===== src/rtl/emm_pkg.sv =====
// Shared types, codes and the CRC-16/Modbus byte update for the meter reply parser.
package emm_pkg;

  localparam int unsigned FrameLen     = 25;
  localparam int unsigned CrcBytes     = FrameLen - 2;
  localparam logic [15:0] CrcInit      = 16'hFFFF;
  localparam logic [15:0] CrcPoly      = 16'hA001;
  localparam logic [7:0]  FuncCode     = 8'h04;
  localparam logic [7:0]  DataCount    = 8'h14;
  localparam logic [7:0]  DevAddrReset = 8'hF8;
  localparam int unsigned QueueDepthDefault = 2;

  // Input opcode codes as they arrive on the stream.
  localparam logic [1:0] OP_START   = 2'd0;
  localparam logic [1:0] OP_BYTE    = 2'd1;
  localparam logic [1:0] OP_TIMEOUT = 2'd2;

  // Result status codes.
  localparam logic [1:0] ST_OK     = 2'd0;
  localparam logic [1:0] ST_SHORT  = 2'd1;
  localparam logic [1:0] ST_HEADER = 2'd2;
  localparam logic [1:0] ST_CRC    = 2'd3;

  typedef enum logic [1:0] {
    CMD_START   = 2'd0,
    CMD_BYTE    = 2'd1,
    CMD_TIMEOUT = 2'd2
  } cmd_kind_t;

  typedef struct packed {
    cmd_kind_t  kind;
    logic [7:0] data;
  } cmd_t;

  typedef struct packed {
    logic [15:0] pf;
    logic [15:0] frequency;
    logic [31:0] energy;
    logic [31:0] power;
    logic [31:0] current;
    logic [15:0] voltage;
    logic [1:0]  status;
  } result_t;

  // One reflected CRC-16 byte update, eight shift steps.
  function automatic logic [15:0] crc_byte(input logic [15:0] crc_in, input logic [7:0] b);
    logic [15:0] c;
    c = crc_in ^ {8'h00, b};
    for (int k = 0; k < 8; k++) begin
      if (c[0]) begin
        c = (c >> 1) ^ CrcPoly;
      end else begin
        c = c >> 1;
      end
    end
    return c;
  endfunction

endpackage


===== src/rtl/emm_front.sv =====
// Front end: accepts input beats, decodes the opcode and drops unused codes.
module emm_front
  import emm_pkg::*;
(
  input  logic       in_tvalid,
  output logic       in_tready,
  input  logic [7:0] in_tdata,   // rx_byte[7:0]
  input  logic [1:0] in_tuser,   // opcode[1:0]
  output logic       push_valid,
  output cmd_t       push_cmd,
  input  logic       push_ready
);

  // Take a beat whenever the queue has room.
  assign in_tready = push_ready;

  // Decode the opcode; an unused code is accepted and dropped.
  always_comb begin
    push_cmd.data = in_tdata;
    push_cmd.kind = CMD_START;
    push_valid    = 1'b0;
    case (in_tuser)
      OP_START: begin
        push_cmd.kind = CMD_START;
        push_valid    = in_tvalid;
      end
      OP_BYTE: begin
        push_cmd.kind = CMD_BYTE;
        push_valid    = in_tvalid;
      end
      OP_TIMEOUT: begin
        push_cmd.kind = CMD_TIMEOUT;
        push_valid    = in_tvalid;
      end
      default: begin
        push_valid = 1'b0;
      end
    endcase
  end

endmodule


===== src/rtl/emm_queue.sv =====
// Short command queue between the front end and the frame engine.
module emm_queue
  import emm_pkg::*;
#(
  parameter int unsigned DEPTH = QueueDepthDefault
)(
  input  logic clk,
  input  logic rst_n,
  input  logic push_valid,
  output logic push_ready,
  input  cmd_t push_cmd,
  output logic pop_valid,
  input  logic pop_ready,
  output cmd_t pop_cmd
);

  localparam int unsigned PW = (DEPTH > 1) ? $clog2(DEPTH) : 1;
  localparam int unsigned CW = $clog2(DEPTH + 1);

  cmd_t          entry_r [DEPTH];
  logic [PW-1:0] wr_ptr_r, wr_ptr_nxt;
  logic [PW-1:0] rd_ptr_r, rd_ptr_nxt;
  logic [CW-1:0] count_r, count_nxt;
  logic          do_push, do_pop;

  assign push_ready = (count_r != CW'(DEPTH));
  assign pop_valid  = (count_r != '0);
  assign pop_cmd    = entry_r[rd_ptr_r];
  assign do_push    = push_valid && push_ready;
  assign do_pop     = pop_valid && pop_ready;

  // Advance pointers with wrap and track the fill count.
  always_comb begin
    wr_ptr_nxt = wr_ptr_r;
    rd_ptr_nxt = rd_ptr_r;
    count_nxt  = count_r;
    if (do_push) begin
      wr_ptr_nxt = (wr_ptr_r == PW'(DEPTH - 1)) ? '0 : wr_ptr_r + 1'b1;
    end
    if (do_pop) begin
      rd_ptr_nxt = (rd_ptr_r == PW'(DEPTH - 1)) ? '0 : rd_ptr_r + 1'b1;
    end
    if (do_push && !do_pop) begin
      count_nxt = count_r + 1'b1;
    end else if (!do_push && do_pop) begin
      count_nxt = count_r - 1'b1;
    end
  end

  always_ff @(posedge clk) begin
    if (!rst_n) begin
      wr_ptr_r <= '0;
      rd_ptr_r <= '0;
      count_r  <= '0;
    end else begin
      wr_ptr_r <= wr_ptr_nxt;
      rd_ptr_r <= rd_ptr_nxt;
      count_r  <= count_nxt;
    end
  end

  // Hold the payload; no reset needed.
  always_ff @(posedge clk) begin
    if (do_push) begin
      entry_r[wr_ptr_r] <= push_cmd;
    end
  end

endmodule


===== src/rtl/emm_back.sv =====
// Frame engine: byte count, running CRC, header check, field capture and result register.
module emm_back
  import emm_pkg::*;
(
  input  logic    clk,
  input  logic    rst_n,
  input  logic [7:0] dev_addr,
  input  logic    cmd_valid,
  output logic    cmd_ready,
  input  cmd_t    cmd,
  output logic    res_valid,
  input  logic    res_ready,
  output result_t res
);

  logic [4:0]  byte_count_r, byte_count_nxt;
  logic        collecting_r, collecting_nxt;
  logic [15:0] crc_r, crc_nxt;
  logic        header_good_r, header_good_nxt;
  logic [7:0]  crc_lo_r, crc_lo_nxt;
  logic [15:0] voltage_r, voltage_nxt;
  logic [31:0] current_r, current_nxt;
  logic [31:0] power_r, power_nxt;
  logic [31:0] energy_r, energy_nxt;
  logic [15:0] frequency_r, frequency_nxt;
  logic [15:0] pf_r, pf_nxt;

  logic        res_valid_r, res_valid_nxt;
  result_t     res_r, res_nxt;
  logic        emit;
  logic        pop;
  logic [7:0]  b;
  logic [4:0]  i;

  // Take a command only when the result register is free or being emptied.
  assign cmd_ready = !res_valid_r || res_ready;
  assign pop       = cmd_valid && cmd_ready;
  assign b         = cmd.data;
  assign i         = byte_count_r;
  assign res_valid = res_valid_r;
  assign res       = res_r;

  always_comb begin
    byte_count_nxt  = byte_count_r;
    collecting_nxt  = collecting_r;
    crc_nxt         = crc_r;
    header_good_nxt = header_good_r;
    crc_lo_nxt      = crc_lo_r;
    voltage_nxt     = voltage_r;
    current_nxt     = current_r;
    power_nxt       = power_r;
    energy_nxt      = energy_r;
    frequency_nxt   = frequency_r;
    pf_nxt          = pf_r;
    emit            = 1'b0;
    res_nxt         = '0;
    res_nxt.status  = ST_OK;

    if (pop) begin
      case (cmd.kind)
        CMD_START: begin
          // Drop any frame in progress and open a fresh one.
          collecting_nxt  = 1'b1;
          byte_count_nxt  = '0;
          crc_nxt         = CrcInit;
          header_good_nxt = 1'b1;
          crc_lo_nxt      = '0;
          voltage_nxt     = '0;
          current_nxt     = '0;
          power_nxt       = '0;
          energy_nxt      = '0;
          frequency_nxt   = '0;
          pf_nxt          = '0;
        end
        CMD_TIMEOUT: begin
          if (collecting_r) begin
            collecting_nxt = 1'b0;
            emit           = 1'b1;
            res_nxt.status = ST_SHORT;
          end
        end
        CMD_BYTE: begin
          if (collecting_r) begin
            if (i < 5'(CrcBytes)) begin
              crc_nxt = crc_byte(crc_r, b);
            end
            if ((i == 5'd0) && (b != dev_addr)) header_good_nxt = 1'b0;
            if ((i == 5'd1) && (b != FuncCode)) header_good_nxt = 1'b0;
            if ((i == 5'd2) && (b != DataCount)) header_good_nxt = 1'b0;

            // Shift the byte into the field that owns this position.
            if (i >= 5'd3 && i <= 5'd4) begin
              voltage_nxt = {voltage_r[7:0], b};
            end else if (i >= 5'd5 && i <= 5'd8) begin
              current_nxt = {current_r[23:0], b};
            end else if (i >= 5'd9 && i <= 5'd12) begin
              power_nxt = {power_r[23:0], b};
            end else if (i >= 5'd13 && i <= 5'd16) begin
              energy_nxt = {energy_r[23:0], b};
            end else if (i >= 5'd17 && i <= 5'd18) begin
              frequency_nxt = {frequency_r[7:0], b};
            end else if (i >= 5'd19 && i <= 5'd20) begin
              pf_nxt = {pf_r[7:0], b};
            end else if (i == 5'(CrcBytes)) begin
              crc_lo_nxt = b;
            end

            byte_count_nxt = i + 5'd1;

            // Judge the frame on its last byte: header first, then CRC.
            if (i == 5'(FrameLen - 1)) begin
              collecting_nxt = 1'b0;
              emit           = 1'b1;
              if (!header_good_r) begin
                res_nxt.status = ST_HEADER;
              end else if ({b, crc_lo_r} != crc_r) begin
                res_nxt.status = ST_CRC;
              end else begin
                res_nxt.status    = ST_OK;
                res_nxt.voltage   = voltage_r;
                res_nxt.current   = current_r;
                res_nxt.power     = power_r;
                res_nxt.energy    = energy_r;
                res_nxt.frequency = frequency_r;
                res_nxt.pf        = pf_r;
              end
            end
          end
        end
        default: begin
          emit = 1'b0;
        end
      endcase
    end

    // Load a new result, or drop the one just taken.
    if (emit) begin
      res_valid_nxt = 1'b1;
    end else if (res_ready) begin
      res_valid_nxt = 1'b0;
    end else begin
      res_valid_nxt = res_valid_r;
    end
  end

  always_ff @(posedge clk) begin
    if (!rst_n) begin
      byte_count_r  <= '0;
      collecting_r  <= 1'b0;
      crc_r         <= CrcInit;
      header_good_r <= 1'b1;
      crc_lo_r      <= '0;
      voltage_r     <= '0;
      current_r     <= '0;
      power_r       <= '0;
      energy_r      <= '0;
      frequency_r   <= '0;
      pf_r          <= '0;
      res_valid_r   <= 1'b0;
    end else begin
      byte_count_r  <= byte_count_nxt;
      collecting_r  <= collecting_nxt;
      crc_r         <= crc_nxt;
      header_good_r <= header_good_nxt;
      crc_lo_r      <= crc_lo_nxt;
      voltage_r     <= voltage_nxt;
      current_r     <= current_nxt;
      power_r       <= power_nxt;
      energy_r      <= energy_nxt;
      frequency_r   <= frequency_nxt;
      pf_r          <= pf_nxt;
      res_valid_r   <= res_valid_nxt;
    end
  end

  // Hold the result payload until a new one is loaded.
  always_ff @(posedge clk) begin
    if (emit) begin
      res_r <= res_nxt;
    end
  end

endmodule


===== src/rtl/energy_meter_modbus_reply_parser_core.sv =====
// Top level of the meter reply parser: front end, command queue, frame engine, config register.
//
// Input stream: one beat per event. in_tuser carries the opcode (start of frame,
// received byte, receive timeout), in_tdata the received byte. A start opens a
// frame; 25 bytes later one result beat comes out with a status and the raw
// measurement fields. A timeout in an open frame gives a short-frame result.
// Output stream: one beat per finished frame, status in the low bits of out_tdata,
// then voltage, current, power, energy, frequency and power factor; a failed
// frame carries zeros in all measurement fields.
// Throughput: one input beat per cycle, sustained while the output is taken.
// Order: a closing beat is written into the command queue, then popped by the frame
// engine, which loads the result register that drives out_tvalid.
// When the receiver stalls, the result register holds, the frame engine stops,
// and the command queue absorbs up to QUEUE_DEPTH beats before in_tready drops.
// cfg_data sets the expected slave address; write it only while the block is idle.
// Reset (rst_n low, synchronous) empties the queue, closes any frame and sets the
// address back to 0xF8.
module energy_meter_modbus_reply_parser_core
  import emm_pkg::*;
#(
  parameter int unsigned QUEUE_DEPTH = QueueDepthDefault
)(
  input  logic         clk,
  input  logic         rst_n,
  input  logic         in_tvalid,
  output logic         in_tready,
  input  logic [7:0]   in_tdata,    // rx_byte[7:0]
  input  logic [7:0]   in_tuser,    // opcode[1:0], zero fill above
  output logic         out_tvalid,
  input  logic         out_tready,
  output logic [151:0] out_tdata,   // status[1:0], voltage_raw[17:2], current_raw[49:18],
                                    // power_raw[81:50], energy_raw[113:82],
                                    // frequency_raw[129:114], power_factor_raw[145:130], zeros
  input  logic         cfg_valid,
  output logic         cfg_ready,
  input  logic [7:0]   cfg_data     // device_address[7:0]
);

  logic    [7:0] dev_addr_r, dev_addr_nxt;
  logic          push_valid, push_ready;
  cmd_t          push_cmd;
  logic          q_valid, q_ready;
  cmd_t          q_cmd;
  result_t       res;

  // Accept config writes at any time.
  assign cfg_ready = 1'b1;

  always_comb begin
    dev_addr_nxt = dev_addr_r;
    if (cfg_valid && cfg_ready) begin
      dev_addr_nxt = cfg_data;
    end
  end

  always_ff @(posedge clk) begin
    if (!rst_n) begin
      dev_addr_r <= DevAddrReset;
    end else begin
      dev_addr_r <= dev_addr_nxt;
    end
  end

  emm_front u_front (
    .in_tvalid  (in_tvalid),
    .in_tready  (in_tready),
    .in_tdata   (in_tdata),
    .in_tuser   (in_tuser[1:0]),
    .push_valid (push_valid),
    .push_cmd   (push_cmd),
    .push_ready (push_ready)
  );

  emm_queue #(
    .DEPTH (QUEUE_DEPTH)
  ) u_queue (
    .clk        (clk),
    .rst_n      (rst_n),
    .push_valid (push_valid),
    .push_ready (push_ready),
    .push_cmd   (push_cmd),
    .pop_valid  (q_valid),
    .pop_ready  (q_ready),
    .pop_cmd    (q_cmd)
  );

  emm_back u_back (
    .clk       (clk),
    .rst_n     (rst_n),
    .dev_addr  (dev_addr_r),
    .cmd_valid (q_valid),
    .cmd_ready (q_ready),
    .cmd       (q_cmd),
    .res_valid (out_tvalid),
    .res_ready (out_tready),
    .res       (res)
  );

  // Pack the result, first field lowest.
  assign out_tdata = {6'b0, res.pf, res.frequency, res.energy, res.power,
                      res.current, res.voltage, res.status};

endmodule


===== config.mk =====
export PLATFORM = sky130hd
export DESIGN_NAME = energy_meter_modbus_reply_parser_core
export DESIGN_NICKNAME = d
export VERILOG_FILES = /design/src/rtl/emm_pkg.sv /design/src/rtl/emm_front.sv /design/src/rtl/emm_queue.sv /design/src/rtl/emm_back.sv /design/src/rtl/energy_meter_modbus_reply_parser_core.sv
export SDC_FILE = /design/constraint.sdc
export NUM_CORES = 1
export LEC_CHECK = 0
export BUFFER_PORTS_ARGS = -buffer_cell sky130_fd_sc_hd__buf_2
export CAP_MARGIN = 25
export CELL_PAD_IN_SITES_DETAIL_PLACEMENT = 1
export CELL_PAD_IN_SITES_GLOBAL_PLACEMENT = 2
export CORE_MARGIN = 1.5
export CORE_UTILIZATION = 31
export DETAILED_ROUTE_END_ITERATION = 12
export PLACE_DENSITY = 0.64
export SLEW_MARGIN = 20
export SYNTH_ARGS = -nofsm -noshare
export SYNTH_HDL_FRONTEND = slang
export SYNTH_SLANG_ARGS = --single-unit

===== constraint.sdc =====
create_clock -name clk -period 10.97 [get_ports clk]
set_clock_uncertainty 0.2 [all_clocks]
set_input_delay 1.6455 -clock clk [delete_from_list [all_inputs] [get_ports clk]]
set_output_delay 1.6455 -clock clk [all_outputs]
set_load 0.05 [all_outputs]

==> metrics.txt <==
outcome=completed; crit end category=flip-flop; Synth area leaders=edfxtp_1, dfxtp_1, and2_1; Synth cell types=49; Slew HR=34.60%; RSZ-0062 raised after global routing=false; initial antenna violation count=3; largest net degree at the start of global routing=90; largest area contributor in the synthesized netlist=edfxtp_1; Max IR drop VDD=0.1001 mV; vias in the first global route=9544; clock root cell=clkbuf_16; GRT overflow=0; final setup margin=6.797 ns; Total Power=3.550 mW; hold_buf cts=0; CTS tree=done; Routed WL=36.04 mm; GPL Wtd Cong=0.7730; final setup fails=0; synth warn=0; post_cts resized=0; PortBufs=170; Max Cap Violations=0; worst-path fanout max=88; Die Y-Extent=217.7 um; CTS Sinks=355; GRT Total Usage=15.38%; min Tclk post-route=4.173 ns; Synth Instances=1251; Iteration-0 DRC Markers=447; Max Fclk=239.7 MHz; filler cell count=4996; n_diodes=0; die width=217.7 um; critical hold path startpoint=u_back.energy_r[29]; EDFF count, synth=166; Worst Max-Slew Pin Slew=0.9810 ns; #FFs+latches synth=355; CP Data Required Time=11.18 ns; wire per inst=17.77 um; Hold Vio Cnt, Final=0; Starting Density=31.42%; # DRC=0; clock buffer count from CTS=41; pre-CTS setup slack=6.537 ns; global-route wire length before repair=56.46 mm; register area=8768 um2; Final Cycle Share=38.04%; Max H-tree Level=2; fin nets=1433; pwr dens=208.7 nW/um2; worst hold path type=reg2reg; Final ANT Viol Nets=0; area grow syn2layout=19.04%; ys flop type=dfxtp_1; die area=47390 um2; core area=45480 um2; Worst-path clk slew=0.06 ns; vias per cell=4.597; FP Rows=78; sequential cell area fraction in the yosys report=61.36%; final hold slack=0.2579 ns; I/O Pins=184; CP startpoint kind=flip-flop; clk_lat worst skew=0.56 ns; Setup Buffers After CTS=0; LEAKAGE=5.472 nW; Vias=9322; Syn Area/Cell=11.42 um2; Crit path arrival time=4.38 ns; multi-input logic area=5109 um2; Pins Over Slew Limit=0; Post-synth ARST share=0%; post-detail-place hpwl=23.19 mm; layout cell share with drive strength beyond 1=18.91%; mapped cell area=14290 um2; flop2flop setup slack=6.80 ns; Final TNS setup=0 ns; Yosys top cell area share=34.88%; WS Path Type=reg2reg; DRT Pass-1 Iters=4; Clock Path Buffers=3
==> cells in the final DEF, fill, tap and decap left out, drive strengths merged, types with 2 or more instances in the layout <==
cell type and n:
a21boi 81, a21oi 7, a22oi 65, a32oi 2, and2 162, and3 2
buf 186, bufinv 4, clkbuf 52, clkinv 14, clkinvlp 3, conb 7
dfxtp 189, edfxtp 166, ha 9, inv 12, mux2 8, mux2i 24
nand2 141, nand2b 3, nand3 68, nand3b 5, nand4 8, nor2 24
nor2b 78, nor3 3, nor4 7, o21a 3, o21ai 27, o22ai 3
or3 2, xnor2 46, xnor3 2, xor2 6
==> critical path, cell delays in order, from the launching register on <==
cell     delay, ns
dfxtp_1       0.96
mux2i_1       0.60
xnor2_1       0.13
nor4_1        0.31
nand4_1       0.30
nor2_4        0.53
buf_4         0.62
and2_1        0.26
==> flip-flops by register name, indices dropped and copies added (netlist names), 2 cells and up, named ones only <==
| signal | cells |
|---|---|
| u_back.res | 146 |
| u_back.crc_lo_r | 8 |
| u_queue.count_r | 2 |
| u_back.pf_r | 16 |
| u_back.power_r | 32 |
| u_back.energy_r | 32 |
| dev_addr_r | 8 |
| u_queue.entry_r | 20 |
| u_back.byte_count_r | 5 |
| u_back.voltage_r | 16 |
| u_back.current_r | 32 |
| u_back.frequency_r | 16 |
| u_back.crc_r | 16 |
==> per-layer routing <==
layer / GRT usage (%) / vias up / wire, um
li1: - / 4596 / -
met1: 20.50 / 4541 / 16730
met2: 25.36 / 141 / 17200
met3: 2.664 / 44 / 1403
met4: 4.815 / 0 / 699
met5: 0 / - / 0
==> cell families (layout without fill, tap and decap cells) <==
family | after synthesis | in the layout | synth area share (%)
other cells | 2 | 7 | 0.05255
buf+inv | 99 | 271 | 3.283
mux | 32 | 32 | 2.390
flops | 355 | 355 | 61.36
compound gates | 194 | 194 | 9.614
fa+ha+maj | 9 | 9 | 0.7880
simple gates | 506 | 506 | 18.79
xor+xnor | 54 | 54 | 3.721
==> synth_stat cells (all sizes together), types with 2 or more instances <==
cell,n
dfxtp,189
edfxtp,166
and2,162
nand2,141
a21boi,81
nor2b,78
nand3,68
clkbuf,66
a22oi,65
xnor2,46
o21ai,27
buf,24
mux2i,24
nor2,24
ha,9
inv,9
mux2,8
nand4,8
a21oi,7
nor4,7
xor2,6
nand3b,5
nand2b,3
nor3,3
o21a,3
o22ai,3
a32oi,2
and3,2
conb,2
or3,2
xnor3,2
==> power by group <==
part	switching (mW)	internal, mW
sequential	0.0464	1.43
combinational	0.487	0.211
clock	0.553	0.819
==> layout make-up <==
cell class	count	area share, %
Clock buffer	52	6.583
Timing Repair Buffer	186	5.862
Multi-Input combinational cell	802	30.03
Clock inverter	24	1.361
Inverter	9	0.1986
Tap cell	600	4.413
Sequential cell	355	51.55
==> per-stage QoR <==
stage | utilization (%) | instances | area, um2
6_report | 37.40 | 2028 | 17010
2_1_floorplan | - | 1256 | 14310
5_1_grt | 37.40 | 2028 | 17010
3_5_place_dp | 34.43 | 1952 | 15660
4_1_cts | 37.40 | 2028 | 17010
3_3_place_gp | 34.35 | 1950 | 15620
==> worst paths after layout <==
| kind | endpoint | cells past startpoint |
|---|---|---|
| worst min-delay path | u_back.energy_r[29] | 2 |
| worst min register to register | u_back.energy_r[29] | 2 |
| worst max-delay path | u_back.res[82] | 7 |
| worst max register to register | u_back.res[82] | 7 |
Power figures use the tool's default switching activity.
